## src/uart_transmitter_defines.svh

```systemverilog
// Assertion macros used by the transmitter engine.
`ifndef UART_TRANSMITTER_DEFINES_SVH
`define UART_TRANSMITTER_DEFINES_SVH

// Checks that a condition implies another in the same cycle.
`define UTX_ASSERT_NOW(label, ante, cons, msg) \
    label: assert property (@(posedge clk) disable iff (!rst_n) (ante) |-> (cons)) \
        else $error(msg);

// Checks that a condition implies another in the following cycle.
`define UTX_ASSERT_NEXT(label, ante, cons, msg) \
    label: assert property (@(posedge clk) disable iff (!rst_n) (ante) |=> (cons)) \
        else $error(msg);

`endif

```

## src/utx_pkg.sv

```systemverilog
// Shared types, constants and helper functions of the UART transmitter.
package utx_pkg;

    localparam int MAX_DATA_BITS = 8;
    localparam int MIN_DATA_BITS = 5;
    localparam int PERIOD_WIDTH  = 16;
    localparam int BYTE_W        = 8;
    localparam int TICK_W        = PERIOD_WIDTH + 1;
    localparam int WIDTH_W       = 4;
    localparam int BITS_LEFT_W   = $clog2(MAX_DATA_BITS + 1);
    localparam int ADDR_W        = 5;
    localparam int PDATA_W       = 32;

    // Register indexes.
    localparam logic [2:0] REG_BIT_PERIOD  = 3'd0;
    localparam logic [2:0] REG_DATA_BITS   = 3'd1;
    localparam logic [2:0] REG_PARITY_MODE = 3'd2;
    localparam logic [2:0] REG_STOP_MODE   = 3'd3;
    localparam logic [2:0] REG_MSB_FIRST   = 3'd4;

    // Parity codes.
    localparam logic [2:0] PAR_NONE  = 3'd0;
    localparam logic [2:0] PAR_EVEN  = 3'd1;
    localparam logic [2:0] PAR_ODD   = 3'd2;
    localparam logic [2:0] PAR_MARK  = 3'd3;
    localparam logic [2:0] PAR_SPACE = 3'd4;

    // Stop codes.
    localparam logic [1:0] STOP_ONE      = 2'd0;
    localparam logic [1:0] STOP_ONE_HALF = 2'd1;

    typedef struct packed {
        logic [PERIOD_WIDTH-1:0] bit_period;
        logic [WIDTH_W-1:0]      data_bits;
        logic [2:0]              parity_mode;
        logic [1:0]              stop_mode;
        logic                    msb_first;
    } cfg_t;

    typedef struct packed {
        logic              offer;
        logic [BYTE_W-1:0] data;
    } item_t;

    typedef struct packed {
        logic line_level;
        logic busy;
        logic accepted;
    } result_t;

    function automatic logic [WIDTH_W-1:0] clamp_width(input logic [WIDTH_W-1:0] w);
        logic [WIDTH_W-1:0] r;
        r = w;
        if (w < WIDTH_W'(MIN_DATA_BITS))
        begin
            r = WIDTH_W'(MIN_DATA_BITS);
        end
        else if (w > WIDTH_W'(MAX_DATA_BITS))
        begin
            r = WIDTH_W'(MAX_DATA_BITS);
        end
        return r;
    endfunction

    function automatic logic parity_enabled(input logic [2:0] mode);
        return (mode == PAR_EVEN) || (mode == PAR_ODD) || (mode == PAR_MARK)
            || (mode == PAR_SPACE);
    endfunction

endpackage

```

## src/uart_transmitter.sv

```systemverilog
// Top level of the UART transmitter.
//
// Every word pushed on the input queue is one tick of bit timing: command 1
// offers tx_byte, command 0 is a plain tick. Every tick yields exactly one
// result word on the output queue: line_level (serial level in that tick),
// busy_res (frame on the line) and accepted (the offer was taken). An offer is
// taken only while the line is idle; the frame is a low start bit, the data bits,
// an optional parity bit and the stop time, each bit bit_period ticks (min 2).
// Throughput is one tick per clock cycle while the result queue has room. A push
// is registered in the input queue, then the sequencer writes the result queue.
// The sequencer step is a combinational compare of the 17-bit tick counter
// against the bit length. Both queues hold two words. When the receiver stops
// popping, the result queue fills, the sequencer stalls and then full rises; no
// tick is dropped and bit timing counts ticks, not cycles. Reset empties both
// queues, idles the line and loads the register defaults. The user must write
// the APB configuration only while no tick is in flight; this is not enforced.
module uart_transmitter
    import utx_pkg::*;
(
    input  logic               clk,
    input  logic               rst_n,
    input  logic               push,
    output logic               full,
    input  logic               command,
    input  logic [BYTE_W-1:0]  tx_byte,
    output logic               empty,
    input  logic               pop,
    output logic               line_level,
    output logic               busy_res,
    output logic               accepted,
    input  logic               psel,
    input  logic               penable,
    input  logic               pwrite,
    input  logic [ADDR_W-1:0]  paddr,
    input  logic [PDATA_W-1:0] pwdata,
    output logic [PDATA_W-1:0] prdata,
    output logic               pready
);

    cfg_t    cfg;
    logic    item_valid;
    item_t   item;
    logic    item_take;
    result_t head;

    utx_regs u_regs (
        .clk     (clk),
        .rst_n   (rst_n),
        .psel    (psel),
        .penable (penable),
        .pwrite  (pwrite),
        .paddr   (paddr),
        .pwdata  (pwdata),
        .prdata  (prdata),
        .pready  (pready),
        .cfg     (cfg)
    );

    utx_front u_front (
        .clk        (clk),
        .rst_n      (rst_n),
        .push       (push),
        .full       (full),
        .command    (command),
        .tx_byte    (tx_byte),
        .item_valid (item_valid),
        .item       (item),
        .item_take  (item_take)
    );

    utx_engine u_engine (
        .clk        (clk),
        .rst_n      (rst_n),
        .cfg        (cfg),
        .item_valid (item_valid),
        .item       (item),
        .item_take  (item_take),
        .empty      (empty),
        .pop        (pop),
        .head       (head)
    );

    assign line_level = head.line_level;
    assign busy_res   = head.busy;
    assign accepted   = head.accepted;

endmodule

```

## src/utx_regs.sv

```systemverilog
// APB configuration registers of the UART transmitter.
module utx_regs
    import utx_pkg::*;
(
    input  logic               clk,
    input  logic               rst_n,
    input  logic               psel,
    input  logic               penable,
    input  logic               pwrite,
    input  logic [ADDR_W-1:0]  paddr,
    input  logic [PDATA_W-1:0] pwdata,
    output logic [PDATA_W-1:0] prdata,
    output logic               pready,
    output cfg_t               cfg
);

    cfg_t       cfg_reg;
    cfg_t       cfg_next;
    logic [2:0] index;
    logic       wr_en;

    assign index  = paddr[4:2];
    assign wr_en  = psel && penable && pwrite;
    assign pready = 1'b1;
    assign cfg    = cfg_reg;

    always_comb
    begin
        cfg_next = cfg_reg;
        if (wr_en)
        begin
            case (index)
                REG_BIT_PERIOD:  cfg_next.bit_period  = pwdata[PERIOD_WIDTH-1:0];
                REG_DATA_BITS:   cfg_next.data_bits   = pwdata[WIDTH_W-1:0];
                REG_PARITY_MODE: cfg_next.parity_mode = pwdata[2:0];
                REG_STOP_MODE:   cfg_next.stop_mode   = pwdata[1:0];
                REG_MSB_FIRST:   cfg_next.msb_first   = pwdata[0];
                default:         cfg_next = cfg_reg;
            endcase
        end
    end

    always_comb
    begin
        case (index)
            REG_BIT_PERIOD:  prdata = PDATA_W'(cfg_reg.bit_period);
            REG_DATA_BITS:   prdata = PDATA_W'(cfg_reg.data_bits);
            REG_PARITY_MODE: prdata = PDATA_W'(cfg_reg.parity_mode);
            REG_STOP_MODE:   prdata = PDATA_W'(cfg_reg.stop_mode);
            REG_MSB_FIRST:   prdata = PDATA_W'(cfg_reg.msb_first);
            default:         prdata = '0;
        endcase
    end

    always_ff @(posedge clk or negedge rst_n)
    begin
        if (!rst_n)
        begin
            cfg_reg.bit_period  <= PERIOD_WIDTH'(16);
            cfg_reg.data_bits   <= WIDTH_W'(MAX_DATA_BITS);
            cfg_reg.parity_mode <= PAR_NONE;
            cfg_reg.stop_mode   <= STOP_ONE;
            cfg_reg.msb_first   <= 1'b0;
        end
        else
        begin
            cfg_reg <= cfg_next;
        end
    end

endmodule

```

## src/utx_front.sv

```systemverilog
// Input side: takes tick words, classifies them and queues them for the engine.
module utx_front
    import utx_pkg::*;
(
    input  logic              clk,
    input  logic              rst_n,
    input  logic              push,
    output logic              full,
    input  logic              command,
    input  logic [BYTE_W-1:0] tx_byte,
    output logic              item_valid,
    output item_t             item,
    input  logic              item_take
);

    item_t      mem [2];
    logic       wr_ptr_reg;
    logic       wr_ptr_next;
    logic       rd_ptr_reg;
    logic       rd_ptr_next;
    logic [1:0] cnt_reg;
    logic [1:0] cnt_next;
    logic       wr_en;
    logic       rd_en;
    item_t      in_item;

    assign full       = (cnt_reg == 2'd2);
    assign wr_en      = push && !full;
    assign item_valid = (cnt_reg != 2'd0);
    assign rd_en      = item_take && item_valid;
    assign item       = mem[rd_ptr_reg];

    // A tick word only matters as an offer when its command bit is set.
    assign in_item.offer = command;
    assign in_item.data  = tx_byte;

    assign wr_ptr_next = wr_en ? !wr_ptr_reg : wr_ptr_reg;
    assign rd_ptr_next = rd_en ? !rd_ptr_reg : rd_ptr_reg;
    assign cnt_next    = cnt_reg + {1'b0, wr_en} - {1'b0, rd_en};

    always_ff @(posedge clk)
    begin
        if (wr_en)
        begin
            mem[wr_ptr_reg] <= in_item;
        end
    end

    always_ff @(posedge clk or negedge rst_n)
    begin
        if (!rst_n)
        begin
            wr_ptr_reg <= 1'b0;
            rd_ptr_reg <= 1'b0;
            cnt_reg    <= 2'd0;
        end
        else
        begin
            wr_ptr_reg <= wr_ptr_next;
            rd_ptr_reg <= rd_ptr_next;
            cnt_reg    <= cnt_next;
        end
    end

endmodule

```

## src/utx_engine.sv

```systemverilog
// Back end: frame sequencer with bit timer, and the result queue.
`include "uart_transmitter_defines.svh"

module utx_engine
    import utx_pkg::*;
(
    input  logic    clk,
    input  logic    rst_n,
    input  cfg_t    cfg,
    input  logic    item_valid,
    input  item_t   item,
    output logic    item_take,
    output logic    empty,
    input  logic    pop,
    output result_t head
);

    localparam logic [2:0] PH_IDLE   = 3'd0;
    localparam logic [2:0] PH_START  = 3'd1;
    localparam logic [2:0] PH_DATA   = 3'd2;
    localparam logic [2:0] PH_PARITY = 3'd3;
    localparam logic [2:0] PH_STOP   = 3'd4;

    logic [2:0]               phase_reg;
    logic [2:0]               phase_next;
    logic [MAX_DATA_BITS-1:0] shift_reg;
    logic [MAX_DATA_BITS-1:0] shift_next;
    logic [BITS_LEFT_W-1:0]   bits_left_reg;
    logic [BITS_LEFT_W-1:0]   bits_left_next;
    logic [TICK_W-1:0]        tick_reg;
    logic [TICK_W-1:0]        tick_next;
    logic                     parity_reg;
    logic                     parity_next;

    logic [WIDTH_W-1:0]       width;
    logic [MAX_DATA_BITS-1:0] mask;
    logic [MAX_DATA_BITS-1:0] data_masked;
    logic [MAX_DATA_BITS-1:0] data_rev;
    logic [MAX_DATA_BITS-1:0] load_data;
    logic                     ones;
    logic                     load_parity;
    logic [PERIOD_WIDTH-1:0]  period;
    logic [TICK_W-1:0]        stop_len;
    logic                     par_on;

    logic [2:0]               ph;
    logic [MAX_DATA_BITS-1:0] sh;
    logic [BITS_LEFT_W-1:0]   bl;
    logic [TICK_W-1:0]        tc;
    logic                     pb;
    logic [TICK_W-1:0]        len;
    result_t                  res;

    result_t    out_mem [2];
    logic       out_wr_ptr_reg;
    logic       out_rd_ptr_reg;
    logic [1:0] out_cnt_reg;
    logic [1:0] out_cnt_next;
    logic       out_rd_en;

    // Frame load values, taken when an offer meets an idle line.
    assign width = clamp_width(cfg.data_bits);

    always_comb
    begin
        for (int k = 0; k < MAX_DATA_BITS; k++)
        begin
            mask[k]     = (WIDTH_W'(k) < width);
            data_rev[k] = data_masked[MAX_DATA_BITS-1-k];
        end
    end

    assign data_masked = item.data[MAX_DATA_BITS-1:0] & mask;
    assign ones        = ^data_masked;
    // Reversing the full vector leaves the frame at the top; shift it back down.
    assign load_data   = cfg.msb_first
                       ? (data_rev >> (WIDTH_W'(MAX_DATA_BITS) - width)) : data_masked;

    always_comb
    begin
        case (cfg.parity_mode)
            PAR_EVEN: load_parity = ones;
            PAR_ODD:  load_parity = !ones;
            PAR_MARK: load_parity = 1'b1;
            default:  load_parity = 1'b0;
        endcase
    end

    assign period = (cfg.bit_period < PERIOD_WIDTH'(2)) ? PERIOD_WIDTH'(2) : cfg.bit_period;
    assign par_on = parity_enabled(cfg.parity_mode);

    always_comb
    begin
        case (cfg.stop_mode)
            STOP_ONE:      stop_len = {1'b0, period};
            STOP_ONE_HALF: stop_len = {1'b0, period} + {2'b00, period[PERIOD_WIDTH-1:1]};
            default:       stop_len = {period, 1'b0};
        endcase
    end

    // One tick of the sequencer.
    always_comb
    begin
        ph  = phase_reg;
        sh  = shift_reg;
        bl  = bits_left_reg;
        tc  = tick_reg;
        pb  = parity_reg;
        len = {1'b0, period};
        res.accepted = 1'b0;
        if (item.offer && (phase_reg == PH_IDLE))
        begin
            res.accepted = 1'b1;
            ph = PH_START;
            sh = load_data;
            bl = BITS_LEFT_W'(width);
            tc = '0;
            pb = load_parity;
        end

        case (ph)
            PH_START:  res.line_level = 1'b0;
            PH_DATA:   res.line_level = sh[0];
            PH_PARITY: res.line_level = pb;
            default:   res.line_level = 1'b1;
        endcase
        res.busy = (ph != PH_IDLE);

        if (ph == PH_STOP)
        begin
            len = stop_len;
        end
        if (ph != PH_IDLE)
        begin
            tc = tc + TICK_W'(1);
            if (tc >= len)
            begin
                tc = '0;
                case (ph)
                    PH_START:
                    begin
                        ph = (bl != '0) ? PH_DATA : (par_on ? PH_PARITY : PH_STOP);
                    end
                    PH_DATA:
                    begin
                        sh = sh >> 1;
                        bl = (bl != '0) ? bl - BITS_LEFT_W'(1) : bl;
                        if (bl == '0)
                        begin
                            ph = par_on ? PH_PARITY : PH_STOP;
                        end
                    end
                    PH_PARITY: ph = PH_STOP;
                    default:   ph = PH_IDLE;
                endcase
            end
        end
    end

    // A tick is processed only when its result has a slot to go to.
    assign out_rd_en = pop && (out_cnt_reg != 2'd0);
    assign item_take = item_valid && ((out_cnt_reg != 2'd2) || out_rd_en);
    assign empty     = (out_cnt_reg == 2'd0);
    assign head      = out_mem[out_rd_ptr_reg];

    assign phase_next     = item_take ? ph : phase_reg;
    assign shift_next     = item_take ? sh : shift_reg;
    assign bits_left_next = item_take ? bl : bits_left_reg;
    assign tick_next      = item_take ? tc : tick_reg;
    assign parity_next    = item_take ? pb : parity_reg;
    assign out_cnt_next   = out_cnt_reg + {1'b0, item_take} - {1'b0, out_rd_en};

    always_ff @(posedge clk)
    begin
        if (item_take)
        begin
            out_mem[out_wr_ptr_reg] <= res;
        end
    end

    always_ff @(posedge clk or negedge rst_n)
    begin
        if (!rst_n)
        begin
            phase_reg      <= PH_IDLE;
            shift_reg      <= '0;
            bits_left_reg  <= '0;
            tick_reg       <= '0;
            parity_reg     <= 1'b0;
            out_wr_ptr_reg <= 1'b0;
            out_rd_ptr_reg <= 1'b0;
            out_cnt_reg    <= 2'd0;
        end
        else
        begin
            phase_reg      <= phase_next;
            shift_reg      <= shift_next;
            bits_left_reg  <= bits_left_next;
            tick_reg       <= tick_next;
            parity_reg     <= parity_next;
            out_wr_ptr_reg <= item_take ? !out_wr_ptr_reg : out_wr_ptr_reg;
            out_rd_ptr_reg <= out_rd_en ? !out_rd_ptr_reg : out_rd_ptr_reg;
            out_cnt_reg    <= out_cnt_next;
        end
    end

    `UTX_ASSERT_NOW(a_out_no_overflow, 1'b1, out_cnt_reg != 2'd3, "result queue overflow")
    `UTX_ASSERT_NOW(a_idle_timer_clear, phase_reg == PH_IDLE, tick_reg == '0, "timer runs while idle")
    `UTX_ASSERT_NOW(a_data_bits_left, phase_reg == PH_DATA, bits_left_reg != '0, "data phase with no bits")
    `UTX_ASSERT_NEXT(a_accept_starts, item_take && res.accepted, phase_reg != PH_IDLE, "accepted byte left line idle")

endmodule
```

## config.mk

```make
export PLATFORM = sky130hd
export DESIGN_NAME = uart_transmitter
export DESIGN_NICKNAME = d
export VERILOG_FILES = /design/src/utx_pkg.sv /design/src/uart_transmitter.sv /design/src/utx_regs.sv /design/src/utx_front.sv /design/src/utx_engine.sv
export VERILOG_INCLUDE_DIRS = /design/src /design/src/src
export SDC_FILE = /design/constraint.sdc
export NUM_CORES = 1
export LEC_CHECK = 0
export BUFFER_PORTS_ARGS = -buffer_cell sky130_fd_sc_hd__buf_2
export CAP_MARGIN = 20
export CELL_PAD_IN_SITES_DETAIL_PLACEMENT = 2
export CELL_PAD_IN_SITES_GLOBAL_PLACEMENT = 2
export CORE_MARGIN = 3
export CORE_UTILIZATION = 39
export DETAILED_ROUTE_END_ITERATION = 8
export PLACE_DENSITY_LB_ADDON = 0.15
export SETUP_SLACK_MARGIN = 0.3
export SYNTH_ARGS = -nofsm -noshare
export SYNTH_HDL_FRONTEND = slang
export SYNTH_SLANG_ARGS = --single-unit
export TNS_END_PERCENT = 10
```

## constraint.sdc

```tcl
create_clock -name clk -period 7.2 [get_ports clk]
set_input_delay 0.36 -clock clk [delete_from_list [all_inputs] [get_ports clk]]
set_output_delay 0.36 -clock clk [all_outputs]
set_load 0.02 [all_outputs]
```

Yosys cells after proc, flatten, opt, wreduce, memory -nomap -nowiden
Memory sizes are Yosys's and may differ from the RTL's.
Cells that the tools add are included.
- add/sub/neg operators: 8
- $lt $le $gt $ge: 12
- eq/ne operators: 15
- shifts and indexed selects: 1
- mux-type cells: 34
- bitwise logic cells: 1
- reductions and logical operators: 32
- operators with widths (cell ; number):
    $pmux 16 s5 ; 1
    $mux 17 ; 4
    $mux 8 ; 5
    $pmux 17 s2 ; 1
    $mux 4 ; 7
    $eq 3x2->1 const B ; 6
    $mux 3 ; 6
    $add 16x15->17 ; 1
    $add 17x1->17 const B ; 1
    $ge 17x17->1 ; 1
    $lt 16x2->1 const B ; 1
    $lt 3x4->1 const A ; 4
    $mux 16 ; 1
    $reduce_and 2->1 ; 5
    $eq 3x1->1 const B ; 3
    $eq 3x3->1 const B ; 3
    $pmux 3 s3 ; 1
    $and 8x8->8 ; 1
    $lt 1x4->1 const A ; 2
    $lt 2x4->1 const A ; 2
    $reduce_xor 8->1 ; 1
    $shr 8x4->8 ; 1
    $logic_and 1x1->1 ; 7
    $logic_not 1->1 ; 6
    other kinds (18) ; 32
- register bits after elaboration: 67
- memory bits (writable): 24
- input port bits: 53
- output and inout bits: 38
- memories kept: 2
- memories (name ; depth ; width ; rd ports ; clocked after memory_dff ; wr ports ; RTL line ; source):
    u_front.mem ; 2 ; 9 ; 1 ; 0 ; 1 ; utx_front.sv:16 ; item_t mem [2];
    u_engine.out_mem ; 2 ; 3 ; 1 ; 0 ; 1 ; utx_engine.sv:54 ; result_t out_mem [2];

Longest topological paths before layout
Gate-level depths: netlist of run 1.
- depth in word-level cells: 11
- gate-level depth with buffers: 26

Cells and area by module
A second synthesis of run 1 with hierarchy kept.
- cell total of the unflattened synthesis: 733
- area, all modules: 6892.9 µm²
- by module, submodules not included (module ; instances ; cells each ; area an instance (µm²)):
    utx_engine ; 1 ; 573 ; 4595.7
    utx_regs ; 1 ; 112 ; 1437.6
    utx_front ; 1 ; 48 ; 859.6

Worst setup path before layout of run 1
Ideal clock, no wire load.
- kind: register to register
- start point: reg u_engine.phase_reg[1]
- end point: reg u_engine.phase_reg[1]
- library setup time: 0.126 ns
- arrival: 4.537 ns
- required time: 7.074 ns
- setup slack: 2.537 ns
- stages on the path, launching flop included: 24
- path buffers: 5
- period minus slack after synthesis: 4.663 ns
- path through: dfrtp_1 clkbuf_1 nor3_1 nand2b_1 buf_2 buf_2 buf_2 and2_1 ha_1 and3_1 and3_1 and3_1 nand3_1 xor2_1 nor2_1 ha_1 a21oi_1 o21ai_1 a2111oi_0 a211oi_1 o21ai_2 buf_2 nor2_1 a221o_1
- word-level cells in the longest chain between the ends: 10
- ends and longest elaborated chain (item ; RTL line ; source):
    start, declared ; utx_engine.sv:24 ; logic [2:0] phase_reg;
    start signal, assigned ; utx_engine.sv:196 ; phase_reg <= phase_next;
    branches (longest 9 deep; another with $add 17x1->17) ; n/a ;
    $mux 3 * ; utx_engine.sv:133 ; if (ph != PH_IDLE)
Mark *: on every way between the ends.
A chain may end at the register's enable or synchronous reset.

Final worst setup path of run 1
- start point: reg u_regs.cfg_reg, in the netlist u_regs.cfg[18]
- end point: reg u_engine.tick_reg[14]
- word-level cells in the longest chain between the ends: 8
- ends and longest elaborated chain (item ; RTL line ; source):
    start, declared ; utx_regs.sv:17 ; cfg_t cfg_reg;
    start signal, assigned ; utx_regs.sv:67 ; cfg_reg <= cfg_next;
    $lt 16x2->1 ; utx_engine.sv:89 ; assign period = (cfg.bit_period < PERIOD_WIDTH'(2)) ? PERIOD_WIDTH'(2) : cfg.bit_period;
    $mux 16 * ; utx_engine.sv:89 ;
    $add 16x15->17 ; utx_engine.sv:96 ; STOP_ONE_HALF: stop_len = {1'b0, period} + {2'b00, period[PERIOD_WIDTH-1:1]};
    $pmux 17 s2 ; utx_engine.sv:94 ; case (cfg.stop_mode)
    $mux 17 * ; utx_engine.sv:129 ; if (ph == PH_STOP)
    $ge 17x17->1 * ; utx_engine.sv:136 ; if (tc >= len)
    $mux 17 * ; utx_engine.sv:136 ;
    $mux 17 * ; utx_engine.sv:133 ;
    end signal, assigned ; utx_engine.sv:199 ; tick_reg <= tick_next;
    end, declared ; utx_engine.sv:30 ; logic [TICK_W-1:0] tick_reg;
Every way passes the cells marked *; elsewhere a longest branch is shown, timed or not.

==> run_results.csv, run 1 <==
group,metric,value,unit
critical_path,cp.required,7.49,ns
timing,fin_ws,1.29,ns
cells_and_area,regArea,2400,um2
grt,grt_pass1_wl,32000,um
synth,synth-seq-cells,91,
timing,finalHoldViolations,0,
power_and_ir_drop,switching_power,1.17,mW
power_and_ir_drop,combinationalPowerShare,49.2,%
power_and_ir_drop,powerDensity,358,nW/um2
cells_and_area,multi_input_area,3950,um2
routing,drt-total-wl,19600,um
synth,synth.area.top_cells,"dfrtp_1 24%, edfxtp_1 11%, ha_1 7.9%",
power_and_ir_drop,irDropWorstVdd,0.000164,V
grt,grt_usage,21.6,%
timing,hold_ws,0.194,ns
timing,rsz0062_at_grt,"no",
routing,vias,5491,
flow_run,cap_viol_max_count,0,
power_and_ir_drop,p_clk_share,18.0,%
die,rows,47,
critical_path,cp_max_fo,14,
synth,synth_most_common_cell,"nand2_1",
cells_and_area,largest_reg_flops,26,
cts,tritoncts,"yes",
cts,cts_root_buf,"clkbuf_16",
cts,cts_buffer_depth,2,
synth,synth_area_per_cell,9.26,um2
grt,grt_max_degree,68,
die,chipHeight,137,um
synth,synth_area_leader_cell,"dfrtp_1",
cts,post_cts_buffers,0,
power_and_ir_drop,totalPowerFinal,2.62,mW
cts,htreeDepth,3,
place,place_ws,1.33,ns
power_and_ir_drop,p_int,1.46,mW
cts,post_cts_resized,0,
timing,fin_skew,0.0121,ns
grt,grt_overflow,0,
synth,async_reset_ff_share,73.6,%
die,dieArea,18700,um2
synth,synthCells,721,
timing,fin_crit,5.91,ns
cells_and_area,fillCellCount,1847,
cells_and_area,area_delta_synth_final,9.63,%
routing,antenna_left,0,
cts,cts_made_buffers,9,
die,core_area,16700,um2
die,io_pins,91,
cells_and_area,diodes,0,
routing,drt_first_iter_violations,245,
critical_path,start_kind,"flop",
cts,ctsHoldBuffers,0,
min_path,hold_path_class,"in2reg",
run_status,status,"complete, no violations",
synth,synth_top_area_share,24.4,%
timing,slew_violations,0,
critical_path,worst-setup-path-type,"reg2reg",
timing,setup_violations,0,
synth,synth_edf_count,24,
routing,drc,0,
synth,yosysWarningCount,0,
cells_and_area,finish.utilization,43.8,%
timing,worst_pin_slew,0.922,ns
cells_and_area,drive_gt1_share,16.8,%
critical_path,worstPathArrival,6.20,ns
timing,fmax,169,MHz
cells_and_area,layout.nets,842,
die,die_x,137,um
synth,synth_area,6680,um2
cts,clk_pin_slew,0.08,ns
synth,ys_seq_area_share,35.9,%
cts,clock_latency,0.36,ns
routing,firstDrtPassIters,4,
place,place.port_buffers,55,
place,dp_hpwl,14700,um
synth,synth-main-ff-cell,"dfrtp_1",
cts,cts_sinks,91,
power_and_ir_drop,p_leak,3.19,nW
place,place.gp.congestion,0.882,
power_and_ir_drop,swShare,44.5,%
timing,fin_tns_setup,0,ns
grt,grt_pass1_vias,6013,
power_and_ir_drop,seqPwrFrac,32.8,%
die,start_util,40.0,%
routing,via_per_inst,5.65,
timing,finalCritPeriodShare,82.1,%
timing,slew_headroom,38.5,%
routing,wl_per_cell,20.2,um
grt,antenna_found_initial,0,
critical_path,endpoint_kind,"flop",
synth,synth_common_cells,"69 x nand2_1, 65 x dfrtp_1, 51 x nor2_1",
synth,synth.distinct_cells,77,
## layout by cell type, fill, tap and decap left out, types with 10 or more instances in the layout
master and instances:
nand2_1 69, dfrtp_1 65, buf_2 55, nor2_1 51, ha_1 42, mux2_2 36
o21ai_0 31, a21oi_1 29, xnor2_1 27, edfxtp_1 24, mux2i_1 20, inv_1 20
xor2_1 19, and2_1 19, conb_1 17, nor2b_1 14, nand3_1 14, nor3_1 12
a31oi_1 11, o22ai_1 11, and3_1 10
## layer usage
layer / vias to the layer above / part of all wire, % / GRT usage (%) / wire (um)
met4: 0 / 1.3 / 5.54 / 247
met1: 2756 / 48 / 29.8 / 9350
met3: 17 / 2.8 / 2.65 / 552
met5: - / 0 / 0 / 0
li1: 2633 / - / - / -
met2: 85 / 48 / 36.0 / 9470
## power by group through the flow
stage | logic [mW] | registers, mW | clock network [mW]
after global placement | 1.21 | 0.853 | 0
after CTS | 1.30 | 0.861 | 0.482
after detailed placement | 1.28 | 0.869 | 0
after global routing | 1.45 | 0.886 | 0.505
after floorplan | 1.03 | 0.771 | 0
final | 1.29 | 0.861 | 0.471
## cell families (layout without fill, tap and decap cells)
| group | count (synthesis) | in the layout | synth area share (%) |
|---|---|---|---|
| simple gates | 231 | 231 | 17.3 |
| flops | 91 | 91 | 35.9 |
| fa+ha+maj | 43 | 43 | 8.17 |
| xor+xnor | 46 | 46 | 6.03 |
| buf+inv | 85 | 100 | 6.03 |
| compound gates | 164 | 164 | 16.5 |
| other cells | 2 | 17 | 0.112 |
| mux | 59 | 59 | 9.91 |
## critical path, stage by stage, from the launching register on
cell and delay, ns:
dfrtp_1 0.50, nor4_1 0.45, nand4_1 0.26, nand2b_1 0.24
ha_1 0.21, inv_1 0.07, fa_1 0.40, nor2b_1 0.18
o2111ai_1 0.17, nand3_1 0.20, a31oi_1 0.14, o21ai_0 0.22
xnor2_1 0.15, a21oi_1 0.10, ha_1 0.32, a21oi_1 0.17
o21ai_1 0.12, a2111oi_0 0.46, a211oi_1 0.20, or2_1 0.45
nor2_1 0.60, a22o_1 0.25
## layout make-up
| class | count | share of cell area, % |
|---|---|---|
| tap | 220 | 3.76 |
| multi-input combinational | 560 | 53.9 |
| sequential | 91 | 32.8 |
| clock inverter | 7 | 0.906 |
| timing repair buffer | 61 | 4.43 |
| clock buffer | 9 | 3.08 |
| inverter | 23 | 1.18 |
## metrics by stage
stage / std cells / cell area, um2
3_3_place_gp: 953 / 7010
3_5_place_dp: 953 / 7010
6_report: 971 / 7320
2_1_floorplan: 736 / 6740
5_1_grt: 971 / 7320
4_1_cts: 969 / 7300
## final timing paths
path / start / endpoint / slack [ns] / depth (start not counted)
max: u_regs.cfg[18]$_DFFE_PN0P_ / u_engine.tick_reg[14]$_DFFE_PN0P_ / 1.29 / 21
min: tx_byte[2] / u_front.mem[0][2]$_DFFE_PP_ / 0.19 / 1
max reg2reg: u_regs.cfg[18]$_DFFE_PN0P_ / u_engine.tick_reg[14]$_DFFE_PN0P_ / 1.29 / 21
min reg2reg: u_engine.shift_reg[7]$_DFFE_PN0P_ / u_engine.shift_reg[7]$_DFFE_PN0P_ / 0.50 / 2
max in group asynchronous: rst_n / u_regs.cfg[1]$_DFFE_PN0P_ / 6.37 / 2
min in group asynchronous: rst_n / u_front.cnt_reg[1]$_DFF_PN0_ / 0.21 / 2
No activity file was read; power rests on OpenSTA's default activity.
==> run 2, diff against run 1 <==
- CORE_UTILIZATION: 39 -> 33
- clock period: 7.2 -> 5 ns (I/O delays scaled with it)
==> run_results.csv, run 2 (synthesized netlist as in run 1, its figures left out) <==
group,metric,value,unit
cells_and_area,final_common_cell,"nand2_1",
timing,finalCritPeriodShare,101,%
power_and_ir_drop,powerDensity,505,nW/um2
critical_path,rrSetupSlack,-0.05,ns
grt,busiest_layer,"met2",
cts,clk_pin_slew,0.08,ns
timing,finalHoldViolations,0,
routing,firstDrtPassIters,4,
grt,grt_use_met3,2.29,%
run_status,status,"finished, violations left",
cells_and_area,diodes,0,
place,dp_hpwl,15500,um
die,io_pins,91,
place,place_area,7350,um2
die,chipHeight,148,um
routing,antenna_left,0,
grt,grt_usage,19.7,%
critical_path,worstPathArrival,5.32,ns
grt,grt_use_met2,33.4,%
cts,cts_buffer_depth,2,
die,dieArea,22000,um2
power_and_ir_drop,irDropWorstVdd,0.000197,V
critical_path,cp_max_fo,15,
run_status,violations,"negative setup slack",
cts,cts_made_buffers,9,
cts,clock_latency,0.36,ns
min_path,hold_path_class,"in2reg",
place,place.gp.congestion,0.847,
routing,drt-total-wl,21000,um
timing,slew_violations,0,
timing,rsz0062_at_grt,"yes",
die,die_x,148,um
critical_path,ff2ff_path_depth,24,
routing,drc,0,
grt,grt_max_degree,68,
timing,slew_headroom,34.1,%
critical_path,start_kind,"flop",
timing,fin_skew,0.00987,ns
grt,grt_pass1_vias,6337,
grt,antenna_found_initial,0,
critical_path,worst-setup-path-type,"reg2reg",
grt,grtUsageMet1,27.1,%
cells_and_area,finish.utilization,40.2,%
cts,cts_root_buf,"clkbuf_16",
cells_and_area,largest_reg_flops,26,
cells_and_area,final_cell_area,7910,um2
timing,fin_ws,-0.0478,ns
cells_and_area,drive_gt1_share,25.0,%
routing,via_per_inst,5.37,
die,core_area,19700,um2
die,rows,51,
timing,fin_crit,5.05,ns
routing,vias,5717,
flow_run,cap_viol_max_count,0,
routing,wl_per_cell,19.7,um
place,place.port_buffers,55,
place,dp.cells,1034,
critical_path,cp.required,5.27,ns
grt,grt_pass1_wl,34800,um
cells_and_area,layout.nets,891,
min_path,hp-start,"tx_byte[0]",
timing,worst_pin_slew,0.987,ns
routing,drt_first_iter_violations,320,
critical_path,reg2reg_from,"u_regs.cfg[25]$_DFFE_PN0P_",
cells_and_area,area_delta_synth_final,18.4,%
cts,cts_sinks,91,
critical_path,startpoint,"u_regs.cfg[25]$_DFFE_PN0P_",
min_path,min_delay_path_depth,1,
cts,tritoncts,"yes",
critical_path,regToRegEndpoint,"u_engine.bits_left_reg[2]$_DFFE_PN0P_",
cts,ctsHoldBuffers,0,
power_and_ir_drop,p_leak,3.46,nW
cts,htreeDepth,3,
critical_path,endpoint_kind,"flop",
timing,setup_violations,2,
cells_and_area,final_cell_mix,"68 x nand2_1, 65 x dfrtp_1, 55 x buf_2",
timing,fmax,198,MHz
grt,grt_overflow,0,
cells_and_area,stdcell_count,1065,
min_path,min_to,"u_front.mem[0][0]$_DFFE_PP_",
die,start_util,34.0,%
## run 2: cell count changes in the layout (fill, tap and decap cells not counted), moves of 2 or more
cell      previous run  this run
buf_4                4        49
buf_6                1         4
clkinv_4             0         2
ha_1                42        40
inv_1               20        17
inv_2                2         5
nor2_1              51        49
o31ai_1              8         6
o31ai_2              0         2
## run 2: worst max-delay path: stages, from the launching register on
cell and delay (ns):
dfrtp_1 0.41, inv_2 0.10, ha_4 0.12, nor4b_4 0.19, nand4_1 0.17, nand2b_1 0.16, ha_2 0.21, inv_2 0.04
fa_2 0.36, nor2b_4 0.14, o2111ai_2 0.13, and3b_2 0.26, o21a_1 0.20, xor2_1 0.16, a21oi_1 0.13, o22ai_1 0.10
ha_1 0.34, nand4_1 0.14, nor4_2 0.32, nand3_1 0.15, nand3b_1 0.18, o21ai_2 0.09, buf_12 0.15, or4_1 0.50
a31oi_1 0.20
## run 2: stage by stage
stage          hold WS [ns]  worst slack [ns]  power [mW]  TNS [ns]
6_report             0.0766           -0.0478        4.00   -0.0626
3_3_place_gp          0.438           -0.0393        3.10    -0.290
2_1_floorplan       -0.0456             0.337        2.59         0
3_5_place_dp          0.446            -0.338        3.24     -6.66
4_1_cts              0.0656            0.0672        4.03         0
5_1_grt              0.0669            -0.273        4.33     -4.87
## run 2: final cells by class
type	count	area [um2]
clock buffers	9	225
clock inverters	7	67.6
fillers	2192	11700
inverters	23	86.3
multi-input cells	560	4080
flip-flops and latches	91	2400
well taps	265	332
repair buffers	110	716
## run 2: worst max-delay path by stage
stage	endpoint	slack [ns]
6_report	u_engine.bits_left_reg[2]$_DFFE_PN0P_	-0.05
5_1_grt	u_engine.bits_left_reg[2]$_DFFE_PN0P_	-0.27
4_1_cts	u_engine.bits_left_reg[2]$_DFFE_PN0P_	0.07
3_5_place_dp	u_engine.shift_reg[4]$_DFFE_PN0P_	-0.34
3_3_place_gp	u_engine.shift_reg[2]$_DFFE_PN0P_	-0.04
2_1_floorplan	u_engine.phase_reg[1]$_DFFE_PN0P_	0.34
## run 2: power by group
group          switching [mW]  total (mW)  internal (mW)
clock network           0.338       0.689          0.352
logic                    1.25        2.13          0.880
registers               0.177        1.17          0.996
## run 2: timing repair
item	4_1_cts	5_1_grt
endpoints found under the setup margin	32	32
setup buffers	11	2
pin swaps	23	10
gates resized for setup	29	6
## run 2: metal layers
metal	wire (um)	vias up
met5	0	-
met4	190	0
met3	511	13
met2	10400	80
met1	9900	2900
li1	-	2724
